<file path="src/hw/rtl/dlps_pkg.sv">
package dlps_pkg;

   // Store and sine table depths are powers of two.
   localparam int STORE_DEPTH = 65536;
   localparam int STORE_AW    = $clog2(STORE_DEPTH);
   localparam int FRAC_W      = 8;
   localparam int POS_W       = STORE_AW + FRAC_W;
   localparam int SINE_DEPTH  = 1024;
   localparam int SINE_AW     = $clog2(SINE_DEPTH);
   localparam int SAMPLE_W    = 24;
   localparam int PHASE_W     = 32;
   localparam int MODE_W      = 2;
   localparam int CSR_IDX_W   = 1;
   localparam int CSR_DATA_W  = 32;
   localparam int OUTQ_DEPTH  = 4;
   localparam int OUTQ_AW     = $clog2(OUTQ_DEPTH);
   localparam int STEP_W      = 10;

   localparam int LOCK_DELAY  = 2000;
   localparam int GAP_LIMIT   = 100;

   localparam logic [MODE_W-1:0] MODE_DEEP  = 2'd0;
   localparam logic [MODE_W-1:0] MODE_HIGH  = 2'd1;
   localparam logic [MODE_W-1:0] MODE_RING  = 2'd2;
   localparam logic [MODE_W-1:0] MODE_UNITY = 2'd3;

   localparam logic [CSR_IDX_W-1:0] CSR_VOICE_MODE = 1'b0;
   localparam logic [CSR_IDX_W-1:0] CSR_RING_STEP  = 1'b1;

   localparam logic [MODE_W-1:0]  VOICE_MODE_RESET = MODE_UNITY;
   localparam logic [PHASE_W-1:0] RING_STEP_RESET  = 32'd4473924;

   // Position increments in 1/256 sample.
   localparam logic [STEP_W-1:0] STEP_DEEP  = 10'd192;
   localparam logic [STEP_W-1:0] STEP_HIGH  = 10'd384;
   localparam logic [STEP_W-1:0] STEP_UNITY = 10'd256;

   localparam logic [63:0] TWO_PI_Q30 = 64'd6746518852;
   localparam logic [63:0] Q23_MAX    = 64'd8388607;

   typedef logic [STORE_AW-1:0]        addr_type;
   typedef logic signed [SAMPLE_W-1:0] sample_type;
   typedef logic [SINE_AW-1:0]         sine_addr_type;
   typedef logic signed [SAMPLE_W-1:0] sine_tab_type [SINE_DEPTH];

   typedef struct packed {
      logic       wr_en;
      addr_type   wr_addr;
      sample_type wr_data;
      addr_type   rd_addr;
   } store_req_type;

   // Sine in Q1.23 from a Taylor series on a folded Q30 angle, evaluated at elaboration.
   function automatic sine_tab_type build_sine_tab();
      sine_tab_type tab;
      logic [63:0]  t;
      logic [63:0]  r;
      logic [63:0]  x;
      logic [63:0]  x2;
      logic [63:0]  term;
      logic [63:0]  sum;
      logic [1:0]   quad;
      sample_type   v;
      for (int k = 0; k < SINE_DEPTH; k++) begin
         t    = 64'(k) << (32 - SINE_AW);
         quad = t[31:30];
         r    = {34'd0, t[29:0]};
         if (quad[0]) begin
            r = (64'd1 << 30) - r;
         end
         x    = (r * TWO_PI_Q30) >> 32;
         x2   = (x * x) >> 30;
         term = x;
         sum  = x;
         term = ((term * x2) >> 30) / 64'd6;
         sum  = sum - term;
         term = ((term * x2) >> 30) / 64'd20;
         sum  = sum + term;
         term = ((term * x2) >> 30) / 64'd42;
         sum  = sum - term;
         term = ((term * x2) >> 30) / 64'd72;
         sum  = sum + term;
         term = ((term * x2) >> 30) / 64'd110;
         sum  = sum - term;
         term = ((term * x2) >> 30) / 64'd156;
         sum  = sum + term;
         term = ((term * x2) >> 30) / 64'd210;
         sum  = sum - term;
         sum  = (sum + 64'd64) >> 7;
         if (sum > Q23_MAX) begin
            sum = Q23_MAX;
         end
         v      = sample_type'(sum[SAMPLE_W-1:0]);
         tab[k] = quad[1] ? -v : v;
      end
      return tab;
   endfunction

   localparam sine_tab_type SINE_TAB = build_sine_tab();

endpackage

</file>
<file path="src/hw/rtl/dlps_out_queue.sv">
module dlps_out_queue (
   input  logic                 clock,
   input  logic                 reset,
   input  logic                 push,
   input  dlps_pkg::sample_type push_data,
   input  logic                 pop,
   output logic                 valid,
   output dlps_pkg::sample_type data
);
   import dlps_pkg::*;

   sample_type           entry_ff [OUTQ_DEPTH];
   logic [OUTQ_AW-1:0]   wr_ptr_ff;
   logic [OUTQ_AW-1:0]   wr_ptr_in;
   logic [OUTQ_AW-1:0]   rd_ptr_ff;
   logic [OUTQ_AW-1:0]   rd_ptr_in;
   logic [OUTQ_AW:0]     count_ff;
   logic [OUTQ_AW:0]     count_in;
   logic                 do_pop;

   assign valid  = (count_ff != '0);
   assign data   = entry_ff[rd_ptr_ff];
   assign do_pop = pop && valid;

   always_comb begin
      wr_ptr_in = push ? wr_ptr_ff + 1'b1 : wr_ptr_ff;
      rd_ptr_in = do_pop ? rd_ptr_ff + 1'b1 : rd_ptr_ff;
      count_in  = count_ff + (OUTQ_AW+1)'(push) - (OUTQ_AW+1)'(do_pop);
   end

   always_ff @(posedge clock) begin
      if (push) begin
         entry_ff[wr_ptr_ff] <= push_data;
      end
   end

   always_ff @(posedge clock) begin
      if (reset) begin
         wr_ptr_ff <= '0;
         rd_ptr_ff <= '0;
         count_ff  <= '0;
      end else begin
         wr_ptr_ff <= wr_ptr_in;
         rd_ptr_ff <= rd_ptr_in;
         count_ff  <= count_in;
      end
   end

endmodule

</file>
<file path="config.mk">
export PLATFORM = sky130hd
export DESIGN_NAME = dlps_out_queue
export DESIGN_NICKNAME = d
export VERILOG_FILES = /design/src/hw/rtl/dlps_pkg.sv /design/src/hw/rtl/dlps_out_queue.sv
export SDC_FILE = /design/constraint.sdc
export NUM_CORES = 1
export LEC_CHECK = 0
export BUFFER_PORTS_ARGS = -buffer_cell sky130_fd_sc_hd__buf_2
export CORE_MARGIN = 2
export CORE_UTILIZATION = 30
export DETAILED_ROUTE_END_ITERATION = 6
export SETUP_SLACK_MARGIN = 0.3
export SLEW_MARGIN = 5
export SYNTH_ARGS = -nofsm -noshare
export SYNTH_HDL_FRONTEND = slang
export SYNTH_SLANG_ARGS = --single-unit
</file>
<file path="constraint.sdc">
create_clock -name clock -period 2.48 [get_ports clock]
set_input_delay 0.248 -clock clock [delete_from_list [all_inputs] [get_ports clock]]
set_output_delay 0.248 -clock clock [all_outputs]
set_load 0.03 [all_outputs]
</file>
== Word level (Yosys, flattened, before mapping) ==
Memories as Yosys holds them, arrays and structs flattened. A register that Yosys moved wholly into a read port is not among the register bits.
Cells that the tools add are included.

* Bits in writable memories: 96
* Flip-flop bits (word level): 7
* Logic and storage cells: 14
* Memories kept: 1

{| class="wikitable"
|+ Memories
! memory !! words !! width !! rd ports !! clocked after Yosys merged registers in !! write ports !! RTL line !! source
|-
| entry_ff || 4 || 24 || 1 || 1 || 1 || dlps_out_queue.sv:12 || <nowiki>sample_type entry_ff [OUTQ_DEPTH];</nowiki>
|}

* Reduce and logical (&&, ||, !) cells: 2
* $add $sub $neg: 4
* Mux-type cells: 4

{| class="wikitable"
|+ Operators with widths
! cell !! number
|-
| $add 2x1->2 const B || 2
|-
| $mux 2 || 2
|-
| $add 3x1->3 || 1
|-
| $reduce_bool 3->1 || 1
|-
| $sub 3x1->3 || 1
|-
| $mux 1 || 2
|-
| $logic_and 1x1->1 || 1
|}

== Longest topological paths before layout ==
* Depth in word-level cells: 4
* Mapped depth: 7

== Least setup slack after synthesis ==
OpenSTA, ideal clock, no wires.

* Path type: flip-flop to flip-flop
* Start: register count_ff[1]
* End: register count_ff[2]
* Arrival time: 1.701 ns
* Path buffers: 0
* Cell stages (with the launch flop): 8
* Path slack: 0.653 ns
* Cells stage by stage: dfxtp_1 o31a_1 ha_1 inv_1 ha_1 fa_1 xor3_1 nor2_1

* Cells in the longest elaborated chain, start to end: 3
* Elaborated cells between the ends (all ways): 4
* Classes of those cells: add/sub: 2; reduce/logical: 2

{| class="wikitable"
|+ Ends and longest elaborated chain
! item !! RTL line !! source
|-
| start: declaration || dlps_out_queue.sv:17 || <nowiki>logic [OUTQ_AW:0] count_ff;</nowiki>
|-
| start signal: assignment || dlps_out_queue.sv:45 || <nowiki>count_ff <= count_in;</nowiki>
|-
| $reduce_bool 3->1 || dlps_out_queue.sv:21 || <nowiki>assign valid = (count_ff != '0);</nowiki>
|-
| $logic_and 1x1->1 || dlps_out_queue.sv:23 || <nowiki>assign do_pop = pop && valid;</nowiki>
|-
| named net do_pop || dlps_out_queue.sv:19 || <nowiki>logic do_pop;</nowiki>
|-
| $sub 3x1->3 || dlps_out_queue.sv:28 || <nowiki>count_in = count_ff + (OUTQ_AW+1)'(push) - (OUTQ_AW+1)'(do_pop);</nowiki>
|}

The timed path passes the listed nets, and every way through them passes these cells.
A chain may end at the register's enable or synchronous reset.

==> metrics.yaml <==
outcome:
  outcome: "finished clean"
hold_path:
  hold_path_class: "in2reg"
global_routing:
  grt_max_degree: 21
  grt_pass1_vias: 2010
  antenna_found_initial: 0
  gr-total-overflow: 0
  grt_util_all_layers_pct: 10.7
  grt_first_pass_wirelength_microns: 11000
routing:
  wl_microns: 6900
  met2WireLength_microns: 3420
  post-route-drc-count: 0
  via_count: 1809
  wl_per_cell_microns: 16.5
  drt-met1-wl_microns: 3040
  vias_per_cell: 4.32
  dr.pass1.iters: 4
  wl_met3_microns: 314
  maxUsedRoutingLayer: "met4"
  ant_nets: 0
  first_iter_violations: 81
sta:
  whs_ns: 0.111
  setup_viol: 0
  period_needed_ns: 2.04
  fmax_mhz: 490
  slew_viol_final: 0
  hold_viol: 0
  rsz0062_at_grt: "no"
  maxSlewHeadroom_pct: 66.8
  fin_skew_ns: 0.0106
  period_share_pct: 82.3
  tns_ns: 0
  worst_pin_slew_ns: 0.499
power:
  p_per_area_nw_per_um2: 949
  ir_worst_vdd_uv: 461
  finalPower_uw: 4530
  power.leakage_uw: 0.00165
floorplan:
  dieArea_sq_um: 14200
  io_pins: 53
  core-area_sq_um: 13100
  fp.dieW_microns: 119
  initial_utilization_pct: 30.4
  die_h_microns: 119
  rows: 42
synth:
  ys_ff_latch: 105
  synthTopCellsByCount: "edfxtp_1, mux4_2, dfxtp_1, ha_1, inv_1"
  ys.flop_type: "edfxtp_1"
  synthCells: 171
  synth_fp_nets: 206
  synth-edff-count: 96
  seq_area_frac_synth_pct: 77.1
  synthArstFlopShare_pct: 0
  synth_area_leaders: "edfxtp_1, mux4_2, dfxtp_1, mux4_1, ha_1"
  yosysWarnings: 0
  synth_largest_area_cell: "edfxtp_1"
  netlist.area_leader.share_pct: 72.5
  syn-cell-area_sq_um: 3970
  syn_area_per_cell_sq_um: 23.2
  synth_most_common_cell: "edfxtp_1"
  netlist-cell-type-count: 21
cts:
  ctsHtreeMaxLevel: 3
  cts_setup_buffers: 0
  clkSlewWorstSetupHoldPaths_ns: 0.08
  ctsHoldBuffers: 0
  clock_sinks: 105
  clock_latency_ns: 0.35
  cts_buffers: 9
  cts_root_buf: "clkbuf_16"
  cts_tree: "yes"
  cts_resized: 1
  cts_max_path_buffers: 2
critical_path:
  criticalPathCategory: "reg2out"
  crit_arrival_ns: 1.79
  crit_fanout: 17
  cp-end-kind: "output port"
  start_kind: "flop"
  worst_ep_required_time_ns: 2.23
place:
  finalWeightedCongestion: 0.728
  dp.cells: 403
  placed_area_sq_um: 4480
  dpl.hpwl_microns: 4620
  portBuffers: 52
flow_run:
  maxCapViolations: 0
cells_and_area:
  diodes: 0
  syn2layout_area_growth_pct: 20.3
  final_area_sq_um: 4780
  final_cells: 419
  nets: 273
  nFillCells: 1202
  drive_gt1_share_pct: 42.4
## sequential cells by signal (all words and copies together) (netlist names), named ones only
register   count
rd_ptr_ff      2
count_ff       3
wr_ptr_ff      2
entry_ff      96
## cell usage in the layout (no fill, tap or decap), types with 3 or more instances in the layout
master | synthesis | layout
and2_1 | 4 | 4
buf_2 | 2 | 52
buf_4 | 0 | 10
clkbuf_16 | 0 | 9
dfxtp_1 | 9 | 8
edfxtp_1 | 96 | 96
ha_1 | 6 | 6
inv_1 | 6 | 6
inv_6 | 0 | 3
mux2_2 | 3 | 3
mux4_1 | 4 | 4
mux4_2 | 20 | 20
nor2_1 | 5 | 5
nor2b_1 | 4 | 4
## metal layers
metal | vias up | global-route usage (%)
li1 | 833 | -
met1 | 930 | 13.3
met2 | 35 | 17.1
met3 | 11 | 3.35
met4 | 0 | 4.91
met5 | - | 0
## per-stage QoR
stage / util, % / setup slack [ns]
floorplan: - / 0.653
global placement: 34.3 / 0.613
detailed placement: 34.3 / 0.569
CTS: 36.5 / 0.362
global route: 36.5 / 0.344
finish: 36.5 / 0.439
## where the power goes
| part | switching (uW) | internal [uW] | total, uW |
|---|---|---|---|
| registers | 78.8 | 2050 | 2130 |
| clock network | 662 | 709 | 1370 |
| logic | 579 | 453 | 1030 |
| total | 1320 | 3210 | 4530 |
## final timing paths
check / startpoint / slack, ns / depth (start not counted) / to
max reg2reg: count_ff[1] / 0.55 / 7 / count_ff[2]
min reg2reg: wr_ptr_ff[0] / 0.56 / 2 / wr_ptr_ff[0]
max: flop / 0.44 / 3 / data[0]
min: push_data[7] / 0.11 / 1 / entry_ff[0][7]
## cell type report
cell class / count / area (sq um) / share of cell area [%]
Timing Repair Buffer: 63 / 355 / 7.43
Inverter: 6 / 22.5 / 0.471
Multi-Input combinational cell: 53 / 820 / 17.1
Clock buffer: 9 / 225 / 4.71
Tap cell: 176 / 220 / 4.61
Clock inverter: 7 / 70.1 / 1.47
Sequential cell: 105 / 3070 / 64.2
## cells by family after synthesis
family	synth area share [%]
AOI/OAI and AO/OA	0.441
xor gates and xnor gates	0.819
adders and majority gates	2.39
buffers and inverters	2.30
DFF	77.1
muxes	15.1
and+or+nand+nor	1.89
## critical path, stage by stage, from the launching register on
cell and delay (ns):
dfxtp_4 0.46, buf_12 0.21, mux4_1 0.58, buf_2 0.19
(Power assumes the default switching activity.)
